### src/fls_pkg.sv
// Shared types and constants for the fade-out/fade-in level sequencer.
package fls_pkg;

    localparam int INDEX_W = 16;
    localparam int DUR_W   = 16;
    localparam int TIME_W  = 32;
    localparam int LEVEL_W = 9;
    localparam int FRAC_W  = 8;

    localparam logic [LEVEL_W-1:0] FULL_LEVEL = 9'd256;

    typedef struct packed {
        logic [TIME_W-1:0]  now_ms;
        logic               request;
        logic [INDEX_W-1:0] request_index;
        logic               rebase;
        logic [INDEX_W-1:0] current_index;
    } in_word_t;

    typedef struct packed {
        logic [LEVEL_W-1:0] level;
        logic               swap_valid;
        logic [INDEX_W-1:0] swap_index;
        logic               needs_redraw;
        logic [INDEX_W-1:0] shown_index;
    } out_word_t;

    typedef enum logic [1:0] {
        PH_IDLE = 2'd0,
        PH_OUT  = 2'd1,
        PH_IN   = 2'd2
    } phase_t;

    typedef enum logic [2:0] {
        S_IDLE,
        S_PREP,
        S_APPLY,
        S_TIME,
        S_EVAL,
        S_DIV,
        S_FIN
    } seq_state_t;

    typedef struct packed {
        logic              done;
        logic [FRAC_W-1:0] quot;
    } div_rsp_t;

endpackage

### src/fls_div.sv
// Radix-2 restoring divider that yields the fractional bits of numer / denom for numer < denom.
module fls_div (
    input  logic                      clk,
    input  logic                      rst_n,
    input  logic                      start,
    input  logic [fls_pkg::DUR_W-1:0] numer,
    input  logic [fls_pkg::DUR_W-1:0] denom,
    output fls_pkg::div_rsp_t         rsp
);

    localparam int CNT_W = $clog2(fls_pkg::FRAC_W);

    logic [fls_pkg::DUR_W-1:0]  rem_reg, rem_next;
    logic [fls_pkg::FRAC_W-1:0] quot_reg, quot_next;
    logic [CNT_W-1:0]           cnt_reg, cnt_next;
    logic                       busy_reg, busy_next;
    logic                       done_reg, done_next;

    logic [fls_pkg::DUR_W:0] rem_shift;
    logic [fls_pkg::DUR_W:0] rem_diff;
    logic                    ge;

    assign rem_shift = {rem_reg, 1'b0};
    assign rem_diff  = rem_shift - {1'b0, denom};
    assign ge        = rem_shift >= {1'b0, denom};

    always_comb
    begin
        rem_next  = rem_reg;
        quot_next = quot_reg;
        cnt_next  = cnt_reg;
        busy_next = busy_reg;
        done_next = 1'b0;
        if (start)
        begin
            rem_next  = numer;
            quot_next = '0;
            cnt_next  = '0;
            busy_next = 1'b1;
        end
        else if (busy_reg)
        begin
            rem_next  = ge ? rem_diff[fls_pkg::DUR_W-1:0] : rem_shift[fls_pkg::DUR_W-1:0];
            quot_next = {quot_reg[fls_pkg::FRAC_W-2:0], ge};
            cnt_next  = cnt_reg + CNT_W'(1);
            if (cnt_reg == CNT_W'(fls_pkg::FRAC_W - 1))
            begin
                busy_next = 1'b0;
                done_next = 1'b1;
            end
        end
    end

    always_ff @(posedge clk or negedge rst_n)
    begin
        if (!rst_n)
        begin
            cnt_reg  <= '0;
            busy_reg <= 1'b0;
            done_reg <= 1'b0;
        end
        else
        begin
            cnt_reg  <= cnt_next;
            busy_reg <= busy_next;
            done_reg <= done_next;
        end
    end

    always_ff @(posedge clk)
    begin
        rem_reg  <= rem_next;
        quot_reg <= quot_next;
    end

    assign rsp.done = done_reg;
    assign rsp.quot = quot_reg;

endmodule

### src/fade_out_in_level_sequencer_unit.sv
// Top level of the fade-out/fade-in level sequencer.
// Each input word is one display frame: time, optional fade request with its
// destination index, optional rebase flag and the caller's current index.
// Each accepted word yields exactly one output word with the brightness level,
// the one-shot swap report, the redraw flag and the index to show.
// Both channels use valid/ready; cfg_we writes the fade duration and is to be
// used only while the block is idle; the block itself does not enforce this.
// A frame runs through a short sequencer of four steps, then through an
// eight-step shared divider when a fade is in progress, then to the output
// register. A new word is accepted only after the previous one has left the
// sequencer for the output register.
// The output register holds a finished word while the receiver stalls, and the
// next frame can already be accepted and processed behind it; the sequencer
// waits at its last step until the output register is free.
// Reset puts the block in the idle phase with a zero duration, no pending
// destination and the settled flag set.
module fade_out_in_level_sequencer_unit (
    input  logic                        clk,
    input  logic                        rst_n,
    input  logic                        in_valid,
    output logic                        in_ready,
    input  fls_pkg::in_word_t           in_data,
    output logic                        out_valid,
    input  logic                        out_ready,
    output fls_pkg::out_word_t          out_data,
    input  logic                        cfg_we,
    input  logic [fls_pkg::DUR_W-1:0]   cfg_wdata
);

    fls_pkg::seq_state_t         state_reg, state_next;
    fls_pkg::in_word_t           item_reg, item_next;
    logic [fls_pkg::DUR_W-1:0]   dur_reg, dur_next;
    fls_pkg::phase_t             phase_reg, phase_next;
    logic [fls_pkg::TIME_W-1:0]  start_reg, start_next;
    logic                        pend_v_reg, pend_v_next;
    logic [fls_pkg::INDEX_W-1:0] pend_idx_reg, pend_idx_next;
    logic                        settled_reg, settled_next;
    logic [fls_pkg::TIME_W-1:0]  t_reg, t_next;
    logic [fls_pkg::LEVEL_W-1:0] level_reg, level_next;
    logic                        swap_v_reg, swap_v_next;
    logic [fls_pkg::INDEX_W-1:0] swap_idx_reg, swap_idx_next;
    fls_pkg::out_word_t          out_reg, out_next;
    logic                        out_valid_reg, out_valid_next;

    logic [fls_pkg::TIME_W-1:0]  dur_ext;
    logic [fls_pkg::TIME_W-1:0]  elapsed;
    logic [fls_pkg::TIME_W-1:0]  since;
    logic                        t_lt_dur;
    logic                        div_go;
    logic                        out_free;
    logic                        accept;
    fls_pkg::div_rsp_t           div_rsp;

    assign dur_ext  = {{(fls_pkg::TIME_W - fls_pkg::DUR_W){1'b0}}, dur_reg};
    assign elapsed  = item_reg.now_ms - start_reg;
    assign since    = elapsed[fls_pkg::TIME_W-1] ? '0 : elapsed;
    assign t_lt_dur = t_reg < dur_ext;
    assign div_go   = (dur_reg != '0) && t_lt_dur
                      && ((phase_reg == fls_pkg::PH_OUT) || (phase_reg == fls_pkg::PH_IN));
    assign out_free = !out_valid_reg || out_ready;
    assign in_ready = (state_reg == fls_pkg::S_IDLE);
    assign accept   = in_valid && in_ready;

    fls_div u_div (
        .clk   (clk),
        .rst_n (rst_n),
        .start (state_reg == fls_pkg::S_EVAL && div_go),
        .numer (t_reg[fls_pkg::DUR_W-1:0]),
        .denom (dur_reg),
        .rsp   (div_rsp)
    );

    always_comb
    begin
        state_next = state_reg;
        case (state_reg)
            fls_pkg::S_IDLE:  if (accept) state_next = fls_pkg::S_PREP;
            fls_pkg::S_PREP:  state_next = fls_pkg::S_APPLY;
            fls_pkg::S_APPLY: state_next = fls_pkg::S_TIME;
            fls_pkg::S_TIME:  state_next = fls_pkg::S_EVAL;
            fls_pkg::S_EVAL:  state_next = div_go ? fls_pkg::S_DIV : fls_pkg::S_FIN;
            fls_pkg::S_DIV:   if (div_rsp.done) state_next = fls_pkg::S_FIN;
            fls_pkg::S_FIN:   if (out_free) state_next = fls_pkg::S_IDLE;
            default:          state_next = fls_pkg::S_IDLE;
        endcase
    end

    always_comb
    begin
        item_next      = item_reg;
        dur_next       = cfg_we ? cfg_wdata : dur_reg;
        phase_next     = phase_reg;
        start_next     = start_reg;
        pend_v_next    = pend_v_reg;
        pend_idx_next  = pend_idx_reg;
        settled_next   = settled_reg;
        t_next         = t_reg;
        level_next     = level_reg;
        swap_v_next    = swap_v_reg;
        swap_idx_next  = swap_idx_reg;
        out_next       = out_reg;
        out_valid_next = out_valid_reg && !out_ready;

        case (state_reg)
            fls_pkg::S_IDLE:
            begin
                if (accept)
                begin
                    item_next     = in_data;
                    level_next    = fls_pkg::FULL_LEVEL;
                    swap_v_next   = 1'b0;
                    swap_idx_next = '0;
                end
            end
            fls_pkg::S_PREP:
            begin
                t_next = (since > dur_ext) ? dur_ext : since;
            end
            fls_pkg::S_APPLY:
            begin
                if (item_reg.request)
                begin
                    pend_v_next   = 1'b1;
                    pend_idx_next = item_reg.request_index;
                    case (phase_reg)
                        fls_pkg::PH_OUT:
                        begin
                        end
                        fls_pkg::PH_IN:
                        begin
                            phase_next = fls_pkg::PH_OUT;
                            start_next = item_reg.now_ms + t_reg - dur_ext;
                        end
                        default:
                        begin
                            phase_next   = fls_pkg::PH_OUT;
                            start_next   = item_reg.now_ms;
                            settled_next = 1'b0;
                        end
                    endcase
                end
                else if (item_reg.rebase && phase_reg == fls_pkg::PH_IN)
                begin
                    start_next = item_reg.now_ms;
                end
            end
            fls_pkg::S_TIME:
            begin
                t_next = since;
            end
            fls_pkg::S_EVAL:
            begin
                if (dur_reg == '0)
                begin
                    if (phase_reg == fls_pkg::PH_OUT && pend_v_reg)
                    begin
                        swap_v_next   = 1'b1;
                        swap_idx_next = pend_idx_reg;
                    end
                    phase_next  = fls_pkg::PH_IDLE;
                    pend_v_next = 1'b0;
                end
                else if (phase_reg == fls_pkg::PH_OUT && !t_lt_dur)
                begin
                    if (pend_v_reg)
                    begin
                        swap_v_next   = 1'b1;
                        swap_idx_next = pend_idx_reg;
                    end
                    phase_next  = fls_pkg::PH_IN;
                    start_next  = item_reg.now_ms;
                    pend_v_next = 1'b0;
                    level_next  = '0;
                end
                else if (phase_reg == fls_pkg::PH_IN && !t_lt_dur)
                begin
                    phase_next = fls_pkg::PH_IDLE;
                end
            end
            fls_pkg::S_DIV:
            begin
                if (div_rsp.done)
                begin
                    if (phase_reg == fls_pkg::PH_OUT)
                    begin
                        level_next = fls_pkg::FULL_LEVEL - {1'b0, div_rsp.quot};
                    end
                    else
                    begin
                        level_next = {1'b0, div_rsp.quot};
                    end
                end
            end
            fls_pkg::S_FIN:
            begin
                if (out_free)
                begin
                    out_valid_next   = 1'b1;
                    out_next.level      = level_reg;
                    out_next.swap_valid = swap_v_reg;
                    out_next.swap_index = swap_idx_reg;
                    if (phase_reg == fls_pkg::PH_OUT || phase_reg == fls_pkg::PH_IN)
                    begin
                        out_next.needs_redraw = 1'b1;
                    end
                    else
                    begin
                        out_next.needs_redraw = !settled_reg;
                        settled_next          = 1'b1;
                    end
                    if (phase_reg == fls_pkg::PH_OUT && pend_v_reg)
                    begin
                        out_next.shown_index = pend_idx_reg;
                    end
                    else
                    begin
                        out_next.shown_index = item_reg.current_index;
                    end
                end
            end
            default:
            begin
            end
        endcase
    end

    always_ff @(posedge clk or negedge rst_n)
    begin
        if (!rst_n)
        begin
            state_reg     <= fls_pkg::S_IDLE;
            dur_reg       <= '0;
            phase_reg     <= fls_pkg::PH_IDLE;
            start_reg     <= '0;
            pend_v_reg    <= 1'b0;
            pend_idx_reg  <= '0;
            settled_reg   <= 1'b1;
            out_valid_reg <= 1'b0;
        end
        else
        begin
            state_reg     <= state_next;
            dur_reg       <= dur_next;
            phase_reg     <= phase_next;
            start_reg     <= start_next;
            pend_v_reg    <= pend_v_next;
            pend_idx_reg  <= pend_idx_next;
            settled_reg   <= settled_next;
            out_valid_reg <= out_valid_next;
        end
    end

    always_ff @(posedge clk)
    begin
        item_reg     <= item_next;
        t_reg        <= t_next;
        level_reg    <= level_next;
        swap_v_reg   <= swap_v_next;
        swap_idx_reg <= swap_idx_next;
        out_reg      <= out_next;
    end

    assign out_valid = out_valid_reg;
    assign out_data  = out_reg;

endmodule

### config.mk
export PLATFORM = sky130hd
export DESIGN_NAME = fade_out_in_level_sequencer_unit
export DESIGN_NICKNAME = d
export VERILOG_FILES = /design/src/fls_pkg.sv /design/src/fls_div.sv /design/src/fade_out_in_level_sequencer_unit.sv
export SDC_FILE = /design/constraint.sdc
export NUM_CORES = 1
export LEC_CHECK = 0
export ABC_AREA = 1
export CORE_ASPECT_RATIO = 1.1
export CORE_MARGIN = 2
export CORE_UTILIZATION = 55
export CTS_BUF_LIST = sky130_fd_sc_hd__clkbuf_4 sky130_fd_sc_hd__clkbuf_8
export DETAILED_ROUTE_END_ITERATION = 16
export DONT_BUFFER_PORTS = 1
export PLACE_DENSITY = 0.7
export SYNTH_ARGS = -nofsm -noshare
export SYNTH_HDL_FRONTEND = slang
export SYNTH_SLANG_ARGS = --single-unit
### constraint.sdc
create_clock -name clk -period 9.4 [get_ports clk]
set_input_delay 1.88 -clock clk [delete_from_list [all_inputs] [get_ports clk]]
set_output_delay 1.88 -clock clk [all_outputs]
set_load 0.005 [all_outputs]
==> impl_metrics.py <==
metrics = {
    "logic_synthesis": {
        "ys_seq_elements": 267,
        "synth_cells": 2095,
        "async_reset_ff_share_pct": 28.8,
        "ys_types": 44,
        "ys_seq_area_share_pct": 44.5,
        "synth_nets": 2330,
        "syn_area_mm2": 0.0170,
        "synth_edf_count": 182,
        "ys.flop_type": "edfxtp_1",
        "ys_warn_count": 0,
        "syn_area_per_cell_um2": 8.10,
    },
    "global_route": {
        "grt_pass1_wl_um": 70200,
        "track_usage_pct": 28.1,
        "first_global_vias": 13600,
        "grt_start_max_net_pins": 78,
        "grt_antenna_before_repair": 2,
        "grt.overflow.total": 0,
    },
    "hold_path": {
        "min-delay-start": "level_reg[1]",
        "min_to": "out_data[35]",
        "hold_depth": 0,
        "hold_path.class": "reg2reg",
    },
    "sta": {
        "hold_violations": 0,
        "rsz0062_at_grt": "false",
        "fin_setup_tns_ns": 0,
        "fin_crit_ns": 4.30,
        "fin_worst_skew_ns": 0.0493,
        "worst_pin_slew_ns": 1.20,
        "slew_viol_final": 0,
        "timing.fmax_mhz": 233,
        "hold_ws_ns": 0.418,
        "slew_headroom_pct": 19.7,
        "fin_crit_sh_pct": 45.7,
        "setup_viol": 0,
    },
    "setup_path": {
        "crit_start": "item_reg[56]",
        "worstSetupEndpointType": "flop",
        "crit_buf_inv": 1,
        "reg2reg_from": "item_reg[56]",
        "crit_family": "simple AND/OR/NAND/NOR gates",
        "r2r-end": "t_reg[0]",
        "cpPeakStageDelay_ns": 0.41,
        "crit_fanout": 17,
        "crit_type": "reg2reg",
        "worst_r2r_path_depth": 25,
        "r2r_slack_ns": 5.10,
        "cp_common_cell": "nand2_1",
        "cp-start-kind": "flop",
        "worstPathRequired_ns": 9.88,
        "crit_arrival_ns": 4.78,
        "crit_slowest_cell": "edfxtp_1",
    },
    "routing": {
        "drc": 0,
        "drt-met1-wl_um": 19600,
        "wl_per_cell_um": 17.4,
        "drt_iter0_drc": 1080,
        "met3_length_um": 2810,
        "via_per_inst": 5.41,
        "drtPass1Iterations": 5,
        "dr_total_vias": 13900,
        "highest_layer": "met5",
        "final_antenna_net_count": 0,
        "wl_met2_um": 20800,
        "wl_um": 44600,
    },
    "final_layout": {
        "design_area_mm2": 0.0184,
        "drive_above_1_share_pct": 5.36,
        "layout_commonest_cell": "nand2_1",
        "fill_cells": 2748,
        "most-common-layout-cells": "nand2_1, inv_1, nor2_1",
        "fin_cells": 2560,
        "final_util_pct": 60.4,
        "area_growth_pct": 8.37,
        "final_nets": 2343,
        "largest_reg_flops": 66,
    },
    "clock_tree": {
        "cts.sinks": 267,
        "post-cts-setup-buffers": 0,
        "cts.path.max_buffers": 3,
        "cts_tree": "built",
        "htreeDepth": 2,
        "clk_latency_ns": 0.61,
        "clock-root-buffer": "clkbuf_8",
        "ctsHoldBuffers": 0,
        "numCtsBuffers": 45,
        "ctsResizeCount": 0,
        "clkTransAtPathRegs_ns": 0.06,
    },
    "pwr": {
        "leakagePower_nw": 8.73,
        "ir_worst_vdd_mv": 0.196,
        "p_per_area_mw_per_mm2": 353,
    },
    "floorplan": {
        "coreArea_mm2": 0.0304,
        "fp.dieH_um": 188,
        "start_util_pct": 55.8,
        "die_area_mm2": 0.0323,
        "dieWidth_um": 171,
        "ios": 132,
        "fp-row-count": 67,
    },
    "outcome": {
        "status": "complete, no violations",
    },
    "placed_design": {
        "hpwl_um": 34600,
        "io_buffers": 0,
        "dp_cells": 2475,
        "placed_cell_area_mm2": 0.0174,
        "gp_congestion": 0.939,
    },
    "flow_run": {
        "drv_cap": 0,
    },
}
-- power breakdown --
group / leakage [nW] / switching (mW) / internal, mW
clock network: 0.535 / 0.486 / 0.653
registers: 2.70 / 0.137 / 1.69
logic: 5.49 / 2.41 / 1.12
total: 8.73 / 3.03 / 3.46
-- layout make-up --
cell class / count / area, µm² / area share [%]
Clock buffer: 73 / 880 / 4.78
Sequential cell: 267 / 7550 / 41.1
Tap cell: 414 / 518 / 2.82
Timing Repair Buffer: 7 / 52.6 / 0.286
Inverter: 376 / 1410 / 7.67
Clock inverter: 11 / 124 / 0.673
Multi-Input combinational cell: 1411 / 7850 / 42.7
Antenna cell: 1 / 2.50 / 0.0136
-- how the worst max path moves through the flow --
| stage | depth (start not counted) | slack (ns) | to |
|---|---|---|---|
| finish | 25 | 5.10 | t_reg[0] |
| global route | 25 | 4.68 | t_reg[7] |
| CTS | 25 | 5.10 | t_reg[8] |
| detailed placement | 25 | 5.10 | t_reg[8] |
| global placement | 25 | 5.19 | t_reg[2] |
| floorplan | 2 | 4.25 | item_reg[0] |
-- synthesized netlist by cell type, types with 4 or more instances --
| cell | count | area share [%] |
|---|---|---|
| nor2_1 | 186 | 4.1 |
| o21a_1 | 5 | 0.22 |
| and2_1 | 6 | 0.22 |
| a21o_1 | 10 | 0.44 |
| xnor2_1 | 21 | 1.1 |
| nand2_1 | 524 | 12 |
| dfxtp_1 | 8 | 0.94 |
| a21oi_1 | 120 | 3.5 |
| nand3_1 | 86 | 2.5 |
| ha_1 | 130 | 9.6 |
| dfrtp_1 | 76 | 11 |
| nor2_2 | 4 | 0.15 |
| buf_2 | 8 | 0.24 |
| nand4_1 | 22 | 0.81 |
| edfxtp_1 | 182 | 32 |
| nor3_1 | 29 | 0.86 |
| nand2_2 | 7 | 0.26 |
| o21ai_0 | 147 | 4.3 |
| fa_1 | 18 | 2.1 |
| inv_1 | 375 | 8.3 |
| nor4_1 | 7 | 0.26 |
| xor2_1 | 14 | 0.72 |
| clkbuf_1 | 30 | 0.66 |
| or2_2 | 8 | 0.29 |
| o211ai_1 | 29 | 1.3 |
| o22ai_1 | 9 | 0.33 |
| nand3b_1 | 7 | 0.31 |
-- metal layers --
| metal | vias up | GRT usage, % |
|---|---|---|
| li1 | 6874 | - |
| met1 | 6430 | 37.4 |
| met2 | 463 | 46.3 |
| met3 | 82 | 5.08 |
| met4 | 2 | 9.13 |
| met5 | - | 0 |
-- cell families (layout without fill, tap and decap cells) --
kind of cell / Yosys count / after routing / share of synthesized area [%]
and+or+nand+nor: 893 / 893 / 21.8
buffers and inverters: 417 / 467 / 9.37
AOI/OAI and AO/OA: 335 / 335 / 10.8
DFF: 267 / 267 / 44.5
adders and majority gates: 148 / 148 / 11.7
xor gates and xnor gates: 35 / 35 / 1.81
other: 0 / 1 / 0
-- worst register-to-register path, stage by stage, from the launching register on --
cell and delay (ns):
edfxtp_1 0.41, ha_1 0.39, nand2_1 0.16, inv_1 0.08, a21oi_1 0.19, nand2_1 0.09, a21oi_1 0.25, nand3_1 0.11
nand2_1 0.30, o21ai_0 0.14, a21oi_1 0.21, ha_1 0.29, a21oi_1 0.15, o21a_1 0.14, o211ai_1 0.10, nand2_1 0.08
nand2_1 0.04, nand2_1 0.05, nand2_1 0.04, nand2_1 0.05, nand2_1 0.05, nor2_1 0.18, nand3_4 0.24, nand2_4 0.25
nand2_1 0.09, nand2_1 0.09
-- through the flow --
step                      total power, mW  worst slack (ns)
after global placement               5.26              5.19
after floorplan                      4.37              4.25
after CTS                            6.48              5.10
after global routing                 7.06              4.68
after detailed placement             5.31              5.10
final                                6.50              5.10
Power figures use the tool's default switching activity.
